<file path="src/rtl/dnct_pkg.sv">
package dnct_pkg;

	localparam int TABLE_DEPTH_C = 64;
	localparam int CODON_W       = 6;
	localparam int RES_W         = 8;

	// input item kinds (s_tuser bit 0)
	localparam logic KIND_TABLE_WR = 1'b0;
	localparam logic KIND_SEQ_BYTE = 1'b1;

	// skip value that turns translation off for the rest of a sequence
	localparam logic [1:0] SKIP_OFF = 2'd3;

	// codons found for one sequence byte, handed to the result buffer
	typedef struct packed {
		logic [1:0]         cnt;    // results for this byte, 0..2
		logic [CODON_W-1:0] idx0;
		logic [CODON_W-1:0] idx1;
		logic               rv0;    // slot 0 carries a real residue
		logic               last0;
		logic               last1;
	} dnct_cod_t;

endpackage

</file>
<file path="src/rtl/dnct_codon_unit.sv">
module dnct_codon_unit
	import dnct_pkg::*;
(
	input  logic       clk,
	input  logic       arst_n,
	input  logic       seq_acc,      // sequence byte accepted this cycle
	input  logic [7:0] packed_byte,
	input  logic [2:0] valid_bases,
	input  logic [2:0] frame,
	input  logic       first_byte,
	input  logic       seq_last,
	output dnct_cod_t  cod
);

	logic [3:0] held_q;
	logic [1:0] held_cnt_q;
	logic [1:0] skip_q;
	logic       rev_q;

	logic [3:0] held_d;
	logic [1:0] held_cnt_d;
	logic [1:0] skip_d;
	logic       rev_d;

	always_comb begin
		logic [3:0]         hb;
		logic [1:0]         hc;
		logic [1:0]         skip;
		logic               rev;
		logic [2:0]         nv;
		logic [1:0]         n;
		logic [1:0]         pos;
		logic [2:0]         sh;
		logic [1:0]         b;
		logic [CODON_W-1:0] idx;
		logic [CODON_W-1:0] i0;
		logic [CODON_W-1:0] i1;

		hb   = held_q;
		hc   = held_cnt_q;
		skip = skip_q;
		rev  = rev_q;
		n    = 2'd0;
		i0   = '0;
		i1   = '0;
		idx  = '0;
		pos  = 2'd0;
		sh   = 3'd0;
		b    = 2'd0;

		if (first_byte) begin
			hb = 4'd0;
			hc = 2'd0;
			if (frame == 3'd0 || frame == 3'd4) begin
				skip = SKIP_OFF;
				rev  = 1'b0;
			end else if (frame[2]) begin
				rev  = 1'b1;
				skip = 2'(3'd7 - frame);
			end else begin
				rev  = 1'b0;
				skip = 2'(frame - 3'd1);
			end
		end

		nv = (valid_bases > 3'd4) ? 3'd4 : valid_bases;

		// reverse strand takes the bases of a byte from the low end up
		for (int k = 0; k < 4; k++) begin
			if (3'(k) < nv) begin
				pos = rev ? 2'(nv - 3'd1 - 3'(k)) : 2'(k);
				sh  = 3'd6 - {pos, 1'b0};
				b   = 2'(packed_byte >> sh);
				if (skip == SKIP_OFF) begin
					hb = hb;
				end else if (skip != 2'd0) begin
					skip = skip - 2'd1;
				end else if (hc == 2'd2) begin
					idx = rev ? {b, hb[1:0], hb[3:2]} : {hb[3:2], hb[1:0], b};
					hb  = 4'd0;
					hc  = 2'd0;
					if (n == 2'd0) begin
						i0 = idx;
						n  = 2'd1;
					end else if (n == 2'd1) begin
						i1 = idx;
						n  = 2'd2;
					end
				end else begin
					hb = {hb[1:0], b};
					hc = hc + 2'd1;
				end
			end
		end

		if (seq_last) begin
			hb = 4'd0;
			hc = 2'd0;
		end

		held_d     = hb;
		held_cnt_d = hc;
		skip_d     = skip;
		rev_d      = rev;

		// a closing byte with no codon still yields a bare end word
		cod.cnt   = (seq_last && n == 2'd0) ? 2'd1 : n;
		cod.idx0  = i0;
		cod.idx1  = i1;
		cod.rv0   = (n != 2'd0);
		cod.last0 = seq_last && (n != 2'd2);
		cod.last1 = seq_last && (n == 2'd2);
	end

	always_ff @(posedge clk or negedge arst_n) begin
		if (!arst_n) begin
			held_q     <= 4'd0;
			held_cnt_q <= 2'd0;
			skip_q     <= 2'd0;
			rev_q      <= 1'b0;
		end else if (seq_acc) begin
			held_q     <= held_d;
			held_cnt_q <= held_cnt_d;
			skip_q     <= skip_d;
			rev_q      <= rev_d;
		end
	end

endmodule

</file>
<file path="src/rtl/dnct_lookup.sv">
module dnct_lookup
	import dnct_pkg::*;
#(
	parameter int TABLE_DEPTH = TABLE_DEPTH_C
) (
	input  logic                           clk,
	input  logic                           wr_en,
	input  logic [$clog2(TABLE_DEPTH)-1:0] wr_addr,
	input  logic [RES_W-1:0]               wr_data,
	input  logic                           rd_en,
	input  logic [$clog2(TABLE_DEPTH)-1:0] rd_addr0,
	input  logic [$clog2(TABLE_DEPTH)-1:0] rd_addr1,
	output logic [RES_W-1:0]               rd_data0_s1,
	output logic [RES_W-1:0]               rd_data1_s1
);

	logic [RES_W-1:0] mem [TABLE_DEPTH];

	always_ff @(posedge clk) begin
		if (wr_en) begin
			mem[wr_addr] <= wr_data;
		end
	end

	always_ff @(posedge clk) begin
		if (rd_en) begin
			rd_data0_s1 <= mem[rd_addr0];
			rd_data1_s1 <= mem[rd_addr1];
		end
	end

endmodule

</file>
<file path="src/rtl/dnct_out_buf.sv">
module dnct_out_buf
	import dnct_pkg::*;
(
	input  logic               clk,
	input  logic               arst_n,
	input  logic               load,         // sequence byte accepted
	input  dnct_cod_t          cod,
	input  logic [RES_W-1:0]   rd_data0_s1,
	input  logic [RES_W-1:0]   rd_data1_s1,
	output logic               can_take,
	output logic               out_valid,
	input  logic               out_ready,
	output logic [RES_W-1:0]   out_res,
	output logic [CODON_W-1:0] out_idx,
	output logic               out_rv,
	output logic               out_last
);

	logic [1:0]         cnt_s1;
	logic               head_s1;
	logic [CODON_W-1:0] idx0_s1;
	logic [CODON_W-1:0] idx1_s1;
	logic               rv0_s1;
	logic               last0_s1;
	logic               last1_s1;

	logic               out_valid_q;
	logic [RES_W-1:0]   out_res_q;
	logic [CODON_W-1:0] out_idx_q;
	logic               out_rv_q;
	logic               out_last_q;

	logic move;

	assign move     = (cnt_s1 != 2'd0) && (!out_valid_q || out_ready);
	assign can_take = (cnt_s1 == 2'd0) || (cnt_s1 == 2'd1 && move);

	// pair stage: residues sit in the table read registers, head picks the slot
	always_ff @(posedge clk or negedge arst_n) begin
		if (!arst_n) begin
			cnt_s1  <= 2'd0;
			head_s1 <= 1'b0;
		end else if (load) begin
			cnt_s1  <= cod.cnt;
			head_s1 <= 1'b0;
		end else if (move) begin
			cnt_s1  <= cnt_s1 - 2'd1;
			head_s1 <= 1'b1;
		end
	end

	always_ff @(posedge clk) begin
		if (load) begin
			idx0_s1  <= cod.idx0;
			idx1_s1  <= cod.idx1;
			rv0_s1   <= cod.rv0;
			last0_s1 <= cod.last0;
			last1_s1 <= cod.last1;
		end
	end

	always_ff @(posedge clk or negedge arst_n) begin
		if (!arst_n) begin
			out_valid_q <= 1'b0;
		end else if (move) begin
			out_valid_q <= 1'b1;
		end else if (out_ready) begin
			out_valid_q <= 1'b0;
		end
	end

	always_ff @(posedge clk) begin
		if (move) begin
			if (head_s1) begin
				out_res_q  <= rd_data1_s1;
				out_idx_q  <= idx1_s1;
				out_rv_q   <= 1'b1;
				out_last_q <= last1_s1;
			end else begin
				out_res_q  <= rv0_s1 ? rd_data0_s1 : '0;
				out_idx_q  <= rv0_s1 ? idx0_s1 : '0;
				out_rv_q   <= rv0_s1;
				out_last_q <= last0_s1;
			end
		end
	end

	assign out_valid = out_valid_q;
	assign out_res   = out_res_q;
	assign out_idx   = out_idx_q;
	assign out_rv    = out_rv_q;
	assign out_last  = out_last_q;

	a_cnt_range: assert property (@(posedge clk) disable iff (!arst_n)
		cnt_s1 != 2'd3)
		else $error("pair stage count out of range");

	a_head_second: assert property (@(posedge clk) disable iff (!arst_n)
		head_s1 && cnt_s1 != 2'd0 |-> cnt_s1 == 2'd1)
		else $error("second slot pending with two results left");

	a_bare_word: assert property (@(posedge clk) disable iff (!arst_n)
		out_valid_q && !out_rv_q |-> out_last_q && out_res_q == '0 && out_idx_q == '0)
		else $error("bare end word malformed");

endmodule

</file>
<file path="src/rtl/packed_dna_codon_translator.sv">
// Packed DNA codon translator.
// s_* channel: one word per cycle while s_tready is high. s_tuser[0] = 0
// writes a translation table entry (no result); s_tuser[0] = 1 is a packed
// sequence byte with up to four 2-bit bases, first base in bits 7:6.
// s_tuser[1] opens a sequence and samples the frame; s_tlast closes it.
// m_* channel: one residue word per codon; m_tlast on the final word of a
// sequence. m_tuser = 0 marks a bare end word (frame zero or no codon),
// whose data is zero.
// Results move from the table read registers and pair stage to the output
// register. Throughput: one byte per cycle while m_tready is high and
// each byte yields at most one word; a byte with two codons holds s_tready
// low until its first word moves, as the output drains one word per cycle.
// The table is a 64-entry memory read at two addresses on byte accept.
// Reset clears the sequence state (forward, no skip, nothing held) and
// empties the result stages; table contents are undefined until written.
// When m_tready is low, results stay in the output register and pair stage,
// and s_tready drops once the pair stage cannot empty.
module packed_dna_codon_translator
	import dnct_pkg::*;
#(
	parameter int TABLE_DEPTH = TABLE_DEPTH_C
) (
	input  logic        clk,
	input  logic        arst_n,
	input  logic        s_tvalid,
	output logic        s_tready,
	// table_index[5:0], table_value[13:6], packed_byte[21:14],
	// valid_bases[24:22], frame[27:25], zero fill [31:28]
	input  logic [31:0] s_tdata,
	// kind[0], first_byte[1]
	input  logic [1:0]  s_tuser,
	input  logic        s_tlast,
	output logic        m_tvalid,
	input  logic        m_tready,
	// residue[7:0], codon_index[13:8], zero fill [15:14]
	output logic [15:0] m_tdata,
	// residue_valid[0]
	output logic        m_tuser,
	output logic        m_tlast
);

	localparam int AW = $clog2(TABLE_DEPTH);

	logic               acc;
	logic               seq_acc;
	logic               wr_acc;
	logic               can_take;
	dnct_cod_t          cod;
	logic [RES_W-1:0]   rd_data0_s1;
	logic [RES_W-1:0]   rd_data1_s1;
	logic [RES_W-1:0]   out_res;
	logic [CODON_W-1:0] out_idx;

	assign s_tready = can_take;
	assign acc      = s_tvalid && can_take;
	assign seq_acc  = acc && (s_tuser[0] == KIND_SEQ_BYTE);
	assign wr_acc   = acc && (s_tuser[0] == KIND_TABLE_WR);

	dnct_codon_unit u_codon (
		.clk         (clk),
		.arst_n      (arst_n),
		.seq_acc     (seq_acc),
		.packed_byte (s_tdata[21:14]),
		.valid_bases (s_tdata[24:22]),
		.frame       (s_tdata[27:25]),
		.first_byte  (s_tuser[1]),
		.seq_last    (s_tlast),
		.cod         (cod)
	);

	dnct_lookup #(
		.TABLE_DEPTH (TABLE_DEPTH)
	) u_lookup (
		.clk         (clk),
		.wr_en       (wr_acc),
		.wr_addr     (s_tdata[AW-1:0]),
		.wr_data     (s_tdata[13:6]),
		.rd_en       (seq_acc),
		.rd_addr0    (cod.idx0[AW-1:0]),
		.rd_addr1    (cod.idx1[AW-1:0]),
		.rd_data0_s1 (rd_data0_s1),
		.rd_data1_s1 (rd_data1_s1)
	);

	dnct_out_buf u_out (
		.clk         (clk),
		.arst_n      (arst_n),
		.load        (seq_acc),
		.cod         (cod),
		.rd_data0_s1 (rd_data0_s1),
		.rd_data1_s1 (rd_data1_s1),
		.can_take    (can_take),
		.out_valid   (m_tvalid),
		.out_ready   (m_tready),
		.out_res     (out_res),
		.out_idx     (out_idx),
		.out_rv      (m_tuser),
		.out_last    (m_tlast)
	);

	assign m_tdata = {2'b00, out_idx, out_res};

endmodule

</file>
<file path="config.mk">
export PLATFORM = sky130hd
export DESIGN_NAME = packed_dna_codon_translator
export DESIGN_NICKNAME = d
export VERILOG_FILES = /design/src/rtl/dnct_pkg.sv /design/src/rtl/dnct_codon_unit.sv /design/src/rtl/dnct_lookup.sv /design/src/rtl/dnct_out_buf.sv /design/src/rtl/packed_dna_codon_translator.sv
export SDC_FILE = /design/constraint.sdc
export NUM_CORES = 1
export LEC_CHECK = 0
export BUFFER_PORTS_ARGS = -buffer_cell sky130_fd_sc_hd__buf_2
export CELL_PAD_IN_SITES_DETAIL_PLACEMENT = 1
export CELL_PAD_IN_SITES_GLOBAL_PLACEMENT = 1
export CORE_MARGIN = 4
export CORE_UTILIZATION = 35
export DETAILED_ROUTE_END_ITERATION = 6
export PLACE_DENSITY = 0.66
export REMOVE_ABC_BUFFERS = 1
export SYNTH_ARGS = -nofsm -noshare
export SYNTH_HDL_FRONTEND = slang
export SYNTH_SLANG_ARGS = --single-unit
</file>
<file path="constraint.sdc">
create_clock -name clk -period 6.9 [get_ports clk]
set_input_delay 0.345 -clock clk [delete_from_list [all_inputs] [get_ports clk]]
set_output_delay 0.345 -clock clk [all_outputs]
set_load 0.05 [all_outputs]
</file>
==> metrics <==
largest net degree at the start of global routing=65; # setup viols final=0; Setup TNS Final=0 ps; Power Total=between 10 and 15 mW; outcome=complete, no violations; Worst path top cell family by delay=simple AND/OR/NAND/NOR gates; Hold Path Class=in2reg; maximum fanout along the worst path=13; # IOs=between 50 and 60; DRC viols=0; Synth cell types=between 80 and 90; layout cells sized above 1=0.1643; Worst Setup Path Type=reg2reg; CTS Buf Count=66; Core ar.=80,680 sq um; antenna viol nets, final=0; IO Port Bufs=52; clock sinks=572; Yosys reg bits=roughly 570; initial antenna violation count=2; Post-Syn Area=28,500 sq um; cells after synthesis=2,226; Die Y-Extent=between 200 and 300 um; Startpoint Class=flop; VDD IR max=about 0.00023 V; GR Util All Layers=0.2308; CP peak stage delay=around 860 ps; Critical Path Stages=19; cell count of the worst hold path=3; crit path max-delay cell type=a2111oi_0; DRT Wirelength=a little over 100,000 um; Pre-antenna DRT Iters=5; Fin Clk Skew=around 28 ps; Mapped Avg Cell Area=about 13 sq um; Initial Util=0.3533; post-detail-place hpwl=between 60,000 and 70,000 um; sequential element share of the synthesized area=0.6004; Rel. slew slack=0.1644; # nets final=around 2,300; clock slew at reported path FFs=60 ps; Period minus WS final=approximately 6300 ps; Power Dens Cells=approximately 320 nW/um^2; Synth async-reset ratio=0.02273; RSZ-0062 raised after global routing=no; final worst setup slack=approximately 600 ps; Rows=104; Yosys warnings=0; Most used DFF post-synth=edfxtp_1; Fmax achieved=roughly 0.16 GHz; post-CTS sizing=0; Iteration-0 DRC Markers=approximately 2,300; CTS H-Tree Depth=3; Worst EP arrival=~6700 ps; reg2reg start=u_codon.skip_q[0]; Vias=~21,000; Worst-Margin Slew=around 1200 ps; Via density=~6.1; CP required=7260 ps; min-delay src=m_tready; WP buf/inv=5; P&R area growth vs syn=14.05%; Max-Cap Viols=0; final max-slew violation count=0; worst path cell trace=or2_1 -> or4_1 -> inv_1 -> ha_1 -> nand2_1 -> o21ai_0 -> ha_1 -> mux2_2 -> inv_1 -> ha_1 -> inv_1 -> nand3_1 -> o21a_1 -> clkinv_2 -> buf_4 -> mux4_2 -> a2111oi_0 -> nand2_1 -> and4_1; Final period util=0.9111; die area=86,060 sq um; Min Hold Slack=about 53 ps; CTS max path bufs=3; fin util=0.4029; Final Wtd Congestion=0.9125; Post-synth EDFFs=~560; chip width=slightly below 300 um; CP Launch Point=u_codon.skip_q[0]; post-DR wirelength/cell=a little under 30 um; Clk Latency, worst-skew pair=approximately 620 ps; Post-Place Worst Slack=553.9 ps; grt ovf=0; Root Buffer Master=clkbuf_16; vias in the first global route=roughly 22,000; CTS tree=done; final hold vios=0; cells on worst reg2reg path=19; first-pass GRT wire length=147,200 um; CP endpoint kind=flop; Post-CTS Setup Inserts=0; Leak Pwr=11.56 nW
kinds of logic after synthesis:
family,after synthesis,synth area share
AOI/OAI and AO/OA,470,0.1186
xor gates and xnor gates,2,0.0006147
adders and majority gates,10,0.004390
buffers and inverters,172,0.03209
DFF,572,0.6004
muxes,245,0.1288
other,1,0.0001316
and+or+nand+nor,754,0.1149
final timing paths:
| path | slack [ps] | end |
|---|---|---|
| max reg2reg | 610 | u_lookup.rd_data1_s1[7] |
| max | 610 | u_lookup.rd_data1_s1[7] |
| min reg2reg | 530 | u_out.out_valid |
| min in group asynchronous | 180 | u_codon.held_q[0] |
| min | 50 | u_out.out_valid |
| max in group asynchronous | 6470 | u_codon.held_q[2] |
worst reg2reg max path, stage by stage (launching register included):
cell	delay [ps]
dfrtp_1	410
or2_1	310
or4_1	690
inv_1	190
ha_1	250
nand2_1	60
o21ai_0	180
ha_1	350
mux2_2	300
inv_1	90
ha_1	160
inv_1	70
nand3_1	340
o21a_1	260
clkinv_2	300
buf_4	350
mux4_2	310
a2111oi_0	860
nand2_1	310
and4_1	290
final cells by class:
| class | instances | area, sq um |
|---|---|---|
| timing repair buffer | 150 | 1224 |
| tap | 1060 | 1326 |
| fill | 8487 | 48170 |
| multi-input combinational | 1483 | 10560 |
| antenna | 1 | 2.502 |
| clock inverter | 33 | 352.8 |
| clock buffer | 86 | 1832 |
| inverter | 26 | 101.3 |
| sequential | 572 | 17110 |
synth_stat cells (all sizes together), types with 18 or more instances:
library cell,instances,area share
mux4,96,0.076
a22oi,32,0.0084
a31oi,62,0.014
a211oi,24,0.0070
a2111oi,19,0.0058
buf,88,0.021
o22ai,36,0.0088
o21ai,36,0.0066
a32oi,31,0.0095
nor4,18,0.0045
a21oi,99,0.018
nand2,465,0.061
clkbuf,58,0.0076
edfxtp,559,0.59
inv,26,0.0034
a211o,24,0.0074
nor2,112,0.015
nand3,64,0.011
mux2i,145,0.051
a22o,21,0.0065
layout by cell type, fill, tap and decap left out, drive strengths merged, types with 9 or more instances in the layout:
cell type,netlist,final
o21ai,36,36
o22ai,36,36
o211ai,12,12
mux2i,145,145
edfxtp,559,559
clkinv,0,27
nor2,112,112
nand2,465,465
nor2b,12,12
a211oi,24,24
dfrtp,13,13
a31oi,62,62
nor4,18,18
a22oi,32,32
a2111oi,19,19
a211o,24,24
buf,88,149
ha,10,10
and4,9,9
nor3,17,17
a32oi,31,31
mux4,96,96
clkbuf,58,86
nand3,64,64
a22o,21,21
inv,26,25
o221ai,9,9
nand2b,9,9
a21oi,99,99
routing by layer:
metal | routed length (um) | vias up | global-route usage | share of wire
met5 | 0 | - | 0 | 0
met4 | 4343 | 0 | 0.08980 | 0.043
met3 | 8057 | 204 | 0.03870 | 0.080
met2 | 47960 | 986 | 0.3802 | 0.47
met1 | 40940 | 10820 | 0.3071 | 0.40
li1 | - | 8833 | - | -
flip-flops by register name, summed over array words and instances (netlist names), 2 cells and up:
register              count
u_codon.held_q            4
u_out.cnt_s1              2
u_out.idx0_s1             6
u_lookup.mem            512
u_lookup.rd_data0_s1      8
u_out.out_idx             6
u_codon.skip_q            2
u_out.idx1_s1             6
u_out.out_res             8
u_lookup.rd_data1_s1      8
u_codon.held_cnt_q        2
stage by stage:
stage	cell area, sq um	instances
after floorplan	27690	2081
after global placement	30310	3290
after CTS	32500	3410
after detailed placement	30310	3290
after global routing	32500	3410
final	32500	3411
where the power goes:
group	internal, mW	switching (mW)	leakage (nW)	total [mW]
combinational	0.884	1.85	5.30	2.73
sequential	3.96	0.0831	5.20	4.04
clock	2.10	1.44	1.06	3.55
timing repair:
| item | CTS | global route |
|---|---|---|
| endpoints found under the hold margin | 13 | 0 |
| hold buffers | 1 | 0 |
| setup endpoints to repair | 0 | 0 |
Note: power is estimated with default switching activity, not from simulation.
